## src/sv/nqb_pkg.sv

```systemverilog
// ----------------------------------------------------------------------------
// nqb_pkg
// Shared constants and codes for the N-queens backtracking stepper.
// ----------------------------------------------------------------------------
package nqb_pkg;

   localparam int MAX_SIZE = 16;
   localparam int ROW_W    = $clog2(MAX_SIZE);
   localparam int CNT_W    = $clog2(MAX_SIZE + 1);

   // fixed widths of the external fields
   localparam int SIZE_W   = 5;
   localparam int POS_W    = 4;
   localparam int STATUS_W = 2;
   localparam int ACTION_W = 2;
   localparam int STEP_W   = 32;

   localparam int unsigned BOARD_SIZE_RESET = 8;

   // search status codes
   localparam logic [STATUS_W-1:0] STATUS_RUNNING     = 2'd0;
   localparam logic [STATUS_W-1:0] STATUS_FINISHED    = 2'd1;
   localparam logic [STATUS_W-1:0] STATUS_NO_SOLUTION = 2'd2;

   // action codes
   localparam logic [ACTION_W-1:0] ACTION_NONE    = 2'd0;
   localparam logic [ACTION_W-1:0] ACTION_PLACED  = 2'd1;
   localparam logic [ACTION_W-1:0] ACTION_REMOVED = 2'd2;

   typedef logic [ROW_W-1:0] row_type;

endpackage

```

## src/sv/nqb_if.sv

```systemverilog
// ----------------------------------------------------------------------------
// nqb_if
// Request and response channel interfaces of the N-queens stepper.
// ----------------------------------------------------------------------------
interface nqb_req_if;
   logic valid;
   logic ready;
   logic advance;

   modport source (output valid, output advance, input ready);
   modport sink   (input valid, input advance, output ready);
endinterface

interface nqb_rsp_if;
   logic                          valid;
   logic                          ready;
   logic [nqb_pkg::STATUS_W-1:0]  search_status;
   logic [nqb_pkg::POS_W-1:0]     column;
   logic [nqb_pkg::POS_W-1:0]     row;
   logic [nqb_pkg::ACTION_W-1:0]  action;
   logic [nqb_pkg::STEP_W-1:0]    step_count;

   modport source (output valid, output search_status, output column, output row,
                   output action, output step_count, input ready);
   modport sink   (input valid, input search_status, input column, input row,
                   input action, input step_count, output ready);
endinterface

```

## src/sv/n_queens_backtrack_stepper.sv

```systemverilog
// ----------------------------------------------------------------------------
// n_queens_backtrack_stepper
// Sequencing: a request without a step goes straight to the emit state; one
//   with a step first scans one candidate row per cycle through the shared
//   attack checker until a free row is found or the column runs out.
// Requests are taken one at a time, only while idle; the next is taken once
//   the response is in the output register, held up while rsp.ready is low.
// Reset (synchronous, active high): board size 8, board empty, status running.
// ----------------------------------------------------------------------------
module n_queens_backtrack_stepper (
   input  logic                          clock,
   input  logic                          reset,
   nqb_req_if.sink                       req,
   nqb_rsp_if.source                     rsp,
   input  logic                          csr_write_enable,
   input  logic [nqb_pkg::SIZE_W-1:0]    csr_write_data
);

   // sequencer states
   localparam logic [1:0] ST_IDLE = 2'd0;
   localparam logic [1:0] ST_SCAN = 2'd1;
   localparam logic [1:0] ST_EMIT = 2'd2;

   logic [1:0]                      state_ff, state_in;
   logic [nqb_pkg::SIZE_W-1:0]      board_size_ff, board_size_in;
   logic [nqb_pkg::CNT_W-1:0]       cur_col_ff, cur_col_in;
   logic [nqb_pkg::CNT_W-1:0]       resume_row_ff, resume_row_in;
   logic [nqb_pkg::CNT_W-1:0]       scan_row_ff, scan_row_in;
   logic [nqb_pkg::STATUS_W-1:0]    run_status_ff, run_status_in;
   logic [nqb_pkg::STEP_W-1:0]      steps_ff, steps_in;

   // result of the step in flight, held until the output register is free
   logic [nqb_pkg::POS_W-1:0]       pend_col_ff, pend_col_in;
   logic [nqb_pkg::POS_W-1:0]       pend_row_ff, pend_row_in;
   logic [nqb_pkg::ACTION_W-1:0]    pend_act_ff, pend_act_in;

   // output register
   logic                            rsp_valid_ff, rsp_valid_in;
   logic [nqb_pkg::STATUS_W-1:0]    rsp_status_ff, rsp_status_in;
   logic [nqb_pkg::POS_W-1:0]       rsp_col_ff, rsp_col_in;
   logic [nqb_pkg::POS_W-1:0]       rsp_row_ff, rsp_row_in;
   logic [nqb_pkg::ACTION_W-1:0]    rsp_act_ff, rsp_act_in;
   logic [nqb_pkg::STEP_W-1:0]      rsp_steps_ff, rsp_steps_in;

   // queen row per column; column c holds a queen exactly when c < cur_col_ff
   nqb_pkg::row_type                queen_rows_ff [nqb_pkg::MAX_SIZE];
   logic                            place_queen;

   logic [nqb_pkg::CNT_W-1:0]       size_n;
   logic [nqb_pkg::CNT_W-1:0]       prev_col;
   logic                            attacked;
   logic                            req_xfer;
   logic                            out_free;

   // board size clamp: 0 acts as 1, anything above the maximum as the maximum
   always_comb begin
      if (board_size_ff == '0) begin
         size_n = nqb_pkg::CNT_W'(1);
      end else if (nqb_pkg::CNT_W'(board_size_ff) > nqb_pkg::CNT_W'(nqb_pkg::MAX_SIZE)) begin
         size_n = nqb_pkg::CNT_W'(nqb_pkg::MAX_SIZE);
      end else begin
         size_n = nqb_pkg::CNT_W'(board_size_ff);
      end
   end

   nqb_attack_unit u_attack (
      .queen_rows   (queen_rows_ff),
      .placed_count (cur_col_ff),
      .cand_row     (scan_row_ff[nqb_pkg::ROW_W-1:0]),
      .attacked     (attacked)
   );

   assign req.ready = (state_ff == ST_IDLE);
   assign req_xfer  = req.valid && req.ready;
   assign out_free  = !rsp_valid_ff || rsp.ready;
   assign prev_col  = cur_col_ff - nqb_pkg::CNT_W'(1);

   always_comb begin
      state_in      = state_ff;
      board_size_in = board_size_ff;
      cur_col_in    = cur_col_ff;
      resume_row_in = resume_row_ff;
      scan_row_in   = scan_row_ff;
      run_status_in = run_status_ff;
      steps_in      = steps_ff;
      pend_col_in   = pend_col_ff;
      pend_row_in   = pend_row_ff;
      pend_act_in   = pend_act_ff;
      rsp_valid_in  = rsp_valid_ff;
      rsp_status_in = rsp_status_ff;
      rsp_col_in    = rsp_col_ff;
      rsp_row_in    = rsp_row_ff;
      rsp_act_in    = rsp_act_ff;
      rsp_steps_in  = rsp_steps_ff;
      place_queen   = 1'b0;

      // output register drains on its own transfer
      if (rsp_valid_ff && rsp.ready) begin
         rsp_valid_in = 1'b0;
      end

      unique case (state_ff)
         ST_IDLE: begin
            if (req_xfer) begin
               pend_col_in = '0;
               pend_row_in = '0;
               pend_act_in = nqb_pkg::ACTION_NONE;
               if (req.advance && (run_status_ff == nqb_pkg::STATUS_RUNNING)) begin
                  scan_row_in = resume_row_ff;
                  state_in    = ST_SCAN;
               end else begin
                  state_in    = ST_EMIT;
               end
            end
         end
         ST_SCAN: begin
            // one candidate row per cycle
            if (scan_row_ff >= size_n) begin
               // column exhausted: backtrack or give up
               steps_in = steps_ff + nqb_pkg::STEP_W'(1);
               state_in = ST_EMIT;
               if (cur_col_ff == '0) begin
                  run_status_in = nqb_pkg::STATUS_NO_SOLUTION;
               end else begin
                  cur_col_in    = prev_col;
                  resume_row_in = nqb_pkg::CNT_W'(queen_rows_ff[prev_col[nqb_pkg::ROW_W-1:0]])
                                  + nqb_pkg::CNT_W'(1);
                  pend_col_in   = nqb_pkg::POS_W'(prev_col);
                  pend_row_in   = nqb_pkg::POS_W'(queen_rows_ff[prev_col[nqb_pkg::ROW_W-1:0]]);
                  pend_act_in   = nqb_pkg::ACTION_REMOVED;
               end
            end else if (!attacked) begin
               place_queen   = 1'b1;
               cur_col_in    = cur_col_ff + nqb_pkg::CNT_W'(1);
               resume_row_in = '0;
               steps_in      = steps_ff + nqb_pkg::STEP_W'(1);
               pend_col_in   = nqb_pkg::POS_W'(cur_col_ff);
               pend_row_in   = nqb_pkg::POS_W'(scan_row_ff);
               pend_act_in   = nqb_pkg::ACTION_PLACED;
               state_in      = ST_EMIT;
               if ((cur_col_ff + nqb_pkg::CNT_W'(1)) >= size_n) begin
                  run_status_in = nqb_pkg::STATUS_FINISHED;
               end
            end else begin
               scan_row_in = scan_row_ff + nqb_pkg::CNT_W'(1);
            end
         end
         ST_EMIT: begin
            if (out_free) begin
               rsp_valid_in  = 1'b1;
               rsp_status_in = run_status_ff;
               rsp_col_in    = pend_col_ff;
               rsp_row_in    = pend_row_ff;
               rsp_act_in    = pend_act_ff;
               rsp_steps_in  = steps_ff;
               state_in      = ST_IDLE;
            end
         end
         default: begin
            state_in = ST_IDLE;
         end
      endcase

      // register write restarts search; user issues it only while idle (unchecked)
      if (csr_write_enable) begin
         board_size_in = csr_write_data;
         cur_col_in    = '0;
         resume_row_in = '0;
         run_status_in = nqb_pkg::STATUS_RUNNING;
         steps_in      = '0;
      end
   end

   always_ff @(posedge clock) begin
      if (reset) begin
         state_ff      <= ST_IDLE;
         board_size_ff <= nqb_pkg::SIZE_W'(nqb_pkg::BOARD_SIZE_RESET);
         cur_col_ff    <= '0;
         resume_row_ff <= '0;
         run_status_ff <= nqb_pkg::STATUS_RUNNING;
         steps_ff      <= '0;
         rsp_valid_ff  <= 1'b0;
      end else begin
         state_ff      <= state_in;
         board_size_ff <= board_size_in;
         cur_col_ff    <= cur_col_in;
         resume_row_ff <= resume_row_in;
         run_status_ff <= run_status_in;
         steps_ff      <= steps_in;
         rsp_valid_ff  <= rsp_valid_in;
      end
   end

   // payload registers, no reset
   always_ff @(posedge clock) begin
      scan_row_ff   <= scan_row_in;
      pend_col_ff   <= pend_col_in;
      pend_row_ff   <= pend_row_in;
      pend_act_ff   <= pend_act_in;
      rsp_status_ff <= rsp_status_in;
      rsp_col_ff    <= rsp_col_in;
      rsp_row_ff    <= rsp_row_in;
      rsp_act_ff    <= rsp_act_in;
      rsp_steps_ff  <= rsp_steps_in;
      if (place_queen) begin
         queen_rows_ff[cur_col_ff[nqb_pkg::ROW_W-1:0]] <= scan_row_ff[nqb_pkg::ROW_W-1:0];
      end
   end

   assign rsp.valid         = rsp_valid_ff;
   assign rsp.search_status = rsp_status_ff;
   assign rsp.column        = rsp_col_ff;
   assign rsp.row           = rsp_row_ff;
   assign rsp.action        = rsp_act_ff;
   assign rsp.step_count    = rsp_steps_ff;

endmodule

```

## src/sv/nqb_attack_unit.sv

```systemverilog
// ----------------------------------------------------------------------------
// nqb_attack_unit
// Checks one candidate row of the current column against all placed queens.
// ----------------------------------------------------------------------------
module nqb_attack_unit (
   input  nqb_pkg::row_type               queen_rows [nqb_pkg::MAX_SIZE],
   input  logic [nqb_pkg::CNT_W-1:0]      placed_count,
   input  nqb_pkg::row_type               cand_row,
   output logic                           attacked
);

   logic [nqb_pkg::MAX_SIZE-1:0] hit;

   for (genvar c = 0; c < nqb_pkg::MAX_SIZE; c++) begin : g_lane
      logic [nqb_pkg::CNT_W-1:0] col_dist;
      logic [nqb_pkg::ROW_W-1:0] row_dist;

      always_comb begin
         // only columns below placed_count hold queens, so the distance is positive
         col_dist = placed_count - nqb_pkg::CNT_W'(c);
         if (queen_rows[c] > cand_row) begin
            row_dist = queen_rows[c] - cand_row;
         end else begin
            row_dist = cand_row - queen_rows[c];
         end
         hit[c] = (nqb_pkg::CNT_W'(c) < placed_count) &&
                  ((queen_rows[c] == cand_row) ||
                   (col_dist == nqb_pkg::CNT_W'(row_dist)));
      end
   end

   assign attacked = |hit;

endmodule

```

## src/flat_wrapper.sv

```systemverilog
// flat-port wrapper written by rule: the top's interface ports become plain ports
module n_queens_backtrack_stepper_flat 
  (clock, reset, csr_write_enable, csr_write_data, req_valid, req_advance, req_ready, rsp_valid, rsp_search_status, rsp_column, rsp_row, rsp_action, rsp_step_count, rsp_ready);
  nqb_req_if req_i ();
  nqb_rsp_if rsp_i ();
  input  logic clock;
  input  logic reset;
  input  logic csr_write_enable;
  input  logic [nqb_pkg::SIZE_W-1:0] csr_write_data;
  input wire logic [$bits(req_i.valid)-1:0] req_valid;
  input wire logic [$bits(req_i.advance)-1:0] req_advance;
  output wire logic [$bits(req_i.ready)-1:0] req_ready;
  output wire logic [$bits(rsp_i.valid)-1:0] rsp_valid;
  output wire logic [$bits(rsp_i.search_status)-1:0] rsp_search_status;
  output wire logic [$bits(rsp_i.column)-1:0] rsp_column;
  output wire logic [$bits(rsp_i.row)-1:0] rsp_row;
  output wire logic [$bits(rsp_i.action)-1:0] rsp_action;
  output wire logic [$bits(rsp_i.step_count)-1:0] rsp_step_count;
  input wire logic [$bits(rsp_i.ready)-1:0] rsp_ready;
  assign req_i.valid = req_valid;
  assign req_i.advance = req_advance;
  assign req_ready = req_i.ready;
  assign rsp_valid = rsp_i.valid;
  assign rsp_search_status = rsp_i.search_status;
  assign rsp_column = rsp_i.column;
  assign rsp_row = rsp_i.row;
  assign rsp_action = rsp_i.action;
  assign rsp_step_count = rsp_i.step_count;
  assign rsp_i.ready = rsp_ready;
  n_queens_backtrack_stepper u_core (.clock(clock), .reset(reset), .req(req_i), .rsp(rsp_i), .csr_write_enable(csr_write_enable), .csr_write_data(csr_write_data));
endmodule
```

## config.mk

```make
export PLATFORM = sky130hd
export DESIGN_NAME = n_queens_backtrack_stepper_flat
export DESIGN_NICKNAME = d
export VERILOG_FILES = /design/src/sv/nqb_pkg.sv /design/src/sv/nqb_if.sv /design/src/sv/n_queens_backtrack_stepper.sv /design/src/sv/nqb_attack_unit.sv /design/src/flat_wrapper.sv
export SDC_FILE = /design/constraint.sdc
export NUM_CORES = 1
export LEC_CHECK = 0
export ABC_AREA = 1
export BUFFER_PORTS_ARGS = -buffer_cell sky130_fd_sc_hd__buf_2
export CORE_MARGIN = 10
export CORE_UTILIZATION = 45
export DETAILED_ROUTE_END_ITERATION = 7
export PLACE_DENSITY_LB_ADDON = 0.2
export SLEW_MARGIN = 40
export SYNTH_ARGS = -nofsm -noshare
export SYNTH_HDL_FRONTEND = slang
export SYNTH_SLANG_ARGS = --single-unit
```

## constraint.sdc

```tcl
create_clock -name clock -period 4.5 [get_ports clock]
set_input_delay 0.675 -clock clock [delete_from_list [all_inputs] [get_ports clock]]
set_output_delay 0.675 -clock clock [all_outputs]
set_load 0.1 [all_outputs]
```

==> run summary <==
STA
------------------------------------------------------------------------------------------------------
Highest clock frequency the design can meet                                                    241 MHz
Final setup violating endpoints                                                                      0
Count of pins over their slew limit                                                                  0
Setup tns final                                                                                   0 ps
Setup repair after global routing missed its margin                                                 no
Worst-Margin Slew                                                                               650 ps
Post-Route Skew                                                                                16.7 ps
Part of the cycle the worst path needs                                                           0.922
Hold Violations, Final                                                                               0
Final period demand of the worst path                                                          4150 ps
Tightest slew margin relative to the limit                                                       0.566
Minimum setup slack in the final design                                                         349 ps

YOSYS
------------------------------------------------------------------------------------------------------
Number of library cell types mapped by synthesis                                                    47
Yosys top cell area share                                                                        0.256
Sequential fraction of the synthesis area                                                        0.329
Post-synthesis net count                                                                         2,048
Syn. warnings                                                                                        0
Syn avg cell area                                                                           7.74 sq um
Top cells by area, synth                                                                  sky130_fd_sc_hd__edfxtp_1 26%, sky130_fd_sc_hd__nand2_1 12%, sky130_fd_sc_hd__ha_1 12%, sky130_fd_sc_hd__dfxtp_1 7.2%, sky130_fd_sc_hd__nand3_1 6.8%
Cells after synthesis                                                                            1,862
Cell accounting for the most synthesized area                                             sky130_fd_sc_hd__edfxtp_1
Predominant post-synthesis flop cell                                                      sky130_fd_sc_hd__edfxtp_1
Count of flip-flops with a built-in enable after synthesis                                         123
Cell area after technology mapping                                                        14,400 sq um
Synthesized flop and latch total                                                                   175
Post-synth ARST share                                                                                0

GRT
------------------------------------------------------------------------------------------------------
Total gr overflow                                                                                    0
Largest net degree at the start of global routing                                                   52
Overall track demand over capacity in global routing                                             0.219
Initial antenna violation count                                                                      0
Number of global-route vias before repair                                                        12.4k
First-pass GRT wire length                                                                   67,800 um

CLOCKING
------------------------------------------------------------------------------------------------------
Clock transition at the register clock pins on the worst setup and hold paths after CTS          80 ps
Post-cts hold buffer count                                                                           0
Clock root cell                                                                           sky130_fd_sc_hd__clkbuf_16
Number of CTS-inserted buffers                                                                      17
Clock latency reported for the late side of the worst-skew pair                                 460 ps
Number of H-tree branching levels                                                                    4
Number of buffers on the longest clock path                                                          2
Post-CTS Repair Setup Buffers                                                                        0
Clock tree from TritonCTS                                                                        built
Post-cts repair resize count                                                                         0
Sink Count                                                                                         175

DETAILED ROUTING
------------------------------------------------------------------------------------------------------
Total vias in the final route                                                                    13.0k
Post-detailed-route DRC marker count                                                                 0
Detail-routed via count per cell                                                                  5.56
Routed wire length                                                                           42,800 um
Iter 0 DRT Violations                                                                            1,149
Iteration count of the initial detailed-routing pass                                                 6
Per-cell routed wire length                                                                    18.3 um
Remaining antenna violation count after routing                                                      0

FLOORPLANNING
------------------------------------------------------------------------------------------------------
I/O pin count                                                                                       57
Standard-cell row count                                                                             65
Die height                                                                                      199 um
Floorplan die area                                                                        39,600 sq um
Area of the core                                                                          31,600 sq um
Starting utilization of the core area                                                            0.457
DIE WIDTH                                                                                       199 um

FINAL LAYOUT
------------------------------------------------------------------------------------------------------
Antenna diodes                                                                                       0
Fill cell count                                                                                  3,004
Ratio of cells with drive above 1 in the final layout                                            0.148
Layout overhead on the synthesized area                                                          11.9%
Fin nets                                                                                         2,106

WORST SETUP PATH
------------------------------------------------------------------------------------------------------
Arrival time worst endpoint                                                                    4530 ps
Critical path's slowest cell                                                              sky130_fd_sc_hd__ha_1
Register-to-register setup slack                                                                350 ps
Data required time of the worst path                                                           4880 ps
Critical Path, Cell by Cell                                                               inv_2 -> ha_1 -> inv_1 -> nor2_2 -> nor2_1 -> o21ai_1 -> nor2_1 -> nand2_1 -> nor2_1 -> nand2_1 -> nand2_1 -> nand2_1 -> nand2_1 -> nor2_1 -> nand2_1 -> nor2_4 -> nand2_2 -> nand2_8 -> buf_4 -> nand2_2 -> a21oi_2
Depth of the worst register-to-register path                                                        21
Library cell appearing most often on the critical path                                    sky130_fd_sc_hd__nand2_1
Highest fanout seen on the critical path                                                            46
Critical R2R Capture                                                                      u_core.steps_ff[27]
Nature of the critical path endpoint                                                              flop
Type of element launching the critical path                                                       flop
Peak per-stage delay on the critical path                                                       440 ps
Start of the worst register-to-register path                                              u_core.cur_col_ff[2]
Type of the worst setup path                                                              flop to flop

PLACE
------------------------------------------------------------------------------------------------------
DPL Wire Length                                                                              32,400 um
Routability cong.                                                                                0.952
Dpl ws                                                                                          517 ps
Number of port buffers                                                                              56

HOLD PATH
------------------------------------------------------------------------------------------------------
Hold_sp                                                                                   u_core.pend_row_ff[2]
Depth of the worst hold-timing path                                                                  0
HP Class                                                                                  flop to flop
Hold Path Sink                                                                            u_core.rsp.row[2]

POWER AND IR DROP
------------------------------------------------------------------------------------------------------
Final total power                                                                              4.89 mW
Worst ir drop on vdd                                                                          0.248 mV
Power per cell area                                                                        303 nW/um^2
Leakage power                                                                                  7.06 nW

STATUS
------------------------------------------------------------------------------------------------------
Status                                                                                    complete, no violations

JOB
------------------------------------------------------------------------------------------------------
Number of violations of the max-capacitance limit                                                    0

==> metal layers <==
layer / track usage / part of all wire
met5: 0 / 0
met1: 0.290 / 0.45
met2: 0.357 / 0.46
met3: 0.0318 / 0.059
met4: 0.0749 / 0.030
==> kinds of logic after synthesis <==
kind of cell / count (synthesis) / share of synthesized area
flip-flops: 175 / 0.329
adder cells (fa/ha/maj): 175 / 0.169
XOR/XNOR: 74 / 0.0460
AND/OR/NAND/NOR: 920 / 0.278
AO/OA/AOI/OAI: 260 / 0.100
buffers and inverters: 258 / 0.0789
==> flip-flops by register name, summed over array words and instances (netlist names) <==
register                  count
u_core.rsp.valid              1
u_core.pend_act_ff            2
u_core.pend_col_ff            4
u_core.rsp.action             2
u_core.queen_rows_ff         64
u_core.steps_ff              32
u_core.run_status_ff          2
u_core.cur_col_ff             5
u_core.rsp.row                4
u_core.rsp.search_status      2
u_core.rsp.step_count        32
u_core.scan_row_ff            5
u_core.pend_row_ff            4
u_core.state_ff               2
u_core.board_size_ff          5
u_core.resume_row_ff          5
u_core.rsp.column             4
==> layout make-up <==
type	count	area, sq um	share of cell area
inverters	198	758	0.0470
clock inverters	15	190	0.0118
clock buffers	17	425	0.0264
well taps	402	503	0.0312
repair buffers	99	616	0.0382
flip-flops and latches	175	4740	0.294
multi-input cells	1429	8900	0.552
==> power breakdown <==
group / internal, mW / leakage [nW] / switching [mW]
Combinational: 0.466 / 5.20 / 1.08
Sequential: 1.79 / 1.56 / 0.0286
Clock: 0.755 / 0.297 / 0.769
Total: 3.01 / 7.06 / 1.88
==> synth_stat cells, types with 5 or more instances <==
library cell and number:
sky130_fd_sc_hd__nor3_1 21, sky130_fd_sc_hd__buf_4 12, sky130_fd_sc_hd__fa_1 32, sky130_fd_sc_hd__xor2_1 43, sky130_fd_sc_hd__inv_1 189, sky130_fd_sc_hd__a21oi_2 21, sky130_fd_sc_hd__a21oi_1 119, sky130_fd_sc_hd__buf_2 17
sky130_fd_sc_hd__clkbuf_1 19, sky130_fd_sc_hd__nand3b_1 20, sky130_fd_sc_hd__edfxtp_1 123, sky130_fd_sc_hd__o22ai_1 6, sky130_fd_sc_hd__buf_6 10, sky130_fd_sc_hd__nand2_2 26, sky130_fd_sc_hd__nor4_1 10, sky130_fd_sc_hd__inv_2 6
sky130_fd_sc_hd__o21ai_0 84, sky130_fd_sc_hd__xnor2_1 29, sky130_fd_sc_hd__ha_1 143, sky130_fd_sc_hd__a31oi_1 5, sky130_fd_sc_hd__nand2_1 478, sky130_fd_sc_hd__nand3_1 196, sky130_fd_sc_hd__dfxtp_1 52, sky130_fd_sc_hd__nand4_1 15
sky130_fd_sc_hd__nor2_1 142, sky130_fd_sc_hd__o21ai_1 8
==> worst max-delay path by stage <==
| stage | start | end | slack [ps] | cells after the start |
|---|---|---|---|---|
| final | u_core.cur_col_ff[2] | u_core.steps_ff[27] | 350 | 21 |
| after global routing | u_core.cur_col_ff[2] | u_core.steps_ff[27] | 150 | 21 |
| after CTS | u_core.cur_col_ff[2] | u_core.steps_ff[27] | 460 | 21 |
| after detailed placement | u_core.cur_col_ff[2] | u_core.steps_ff[27] | 520 | 21 |
| after global placement | u_core.cur_col_ff[2] | u_core.pend_col_ff[0] | 500 | 17 |
| after floorplan | u_core.scan_row_ff[1] | u_core.queen_rows_ff[44] | -210 | 21 |
==> critical path, delay by kind of cell (launching register included) <==
family                   cells  cell delay [ps]
AO/OA/AOI/OAI                2              520
adder cells (fa/ha/maj)      1              440
buffers and inverters        3              730
flip-flops                   1              430
AND/OR/NAND/NOR             15             1900
==> stage by stage <==
stage | instance area [sq um] | hold WS, ps | util | cells
global route | 16100 | 431 | 0.511 | 2335
CTS | 16100 | 422 | 0.511 | 2335
finish | 16100 | 421 | 0.511 | 2335
detailed placement | 15500 | 405 | 0.492 | 2303
floorplan | 14800 | 400 | - | 1862
global placement | 15500 | 402 | 0.492 | 2303
==> layout by cell type (no fill, tap or decap), types with 29 or more instances in the layout <==
master                     instances
sky130_fd_sc_hd__a21oi_1         118
sky130_fd_sc_hd__buf_2            56
sky130_fd_sc_hd__buf_4            42
sky130_fd_sc_hd__dfxtp_1          51
sky130_fd_sc_hd__edfxtp_1        123
sky130_fd_sc_hd__ha_1            143
sky130_fd_sc_hd__inv_1           186
sky130_fd_sc_hd__nand2_1         443
sky130_fd_sc_hd__nand2_2          57
sky130_fd_sc_hd__nand3_1         175
sky130_fd_sc_hd__nor2_1          132
sky130_fd_sc_hd__o21ai_0          83
sky130_fd_sc_hd__xnor2_1          29
sky130_fd_sc_hd__xor2_1           43
Note: power is estimated with default switching activity, not from simulation.
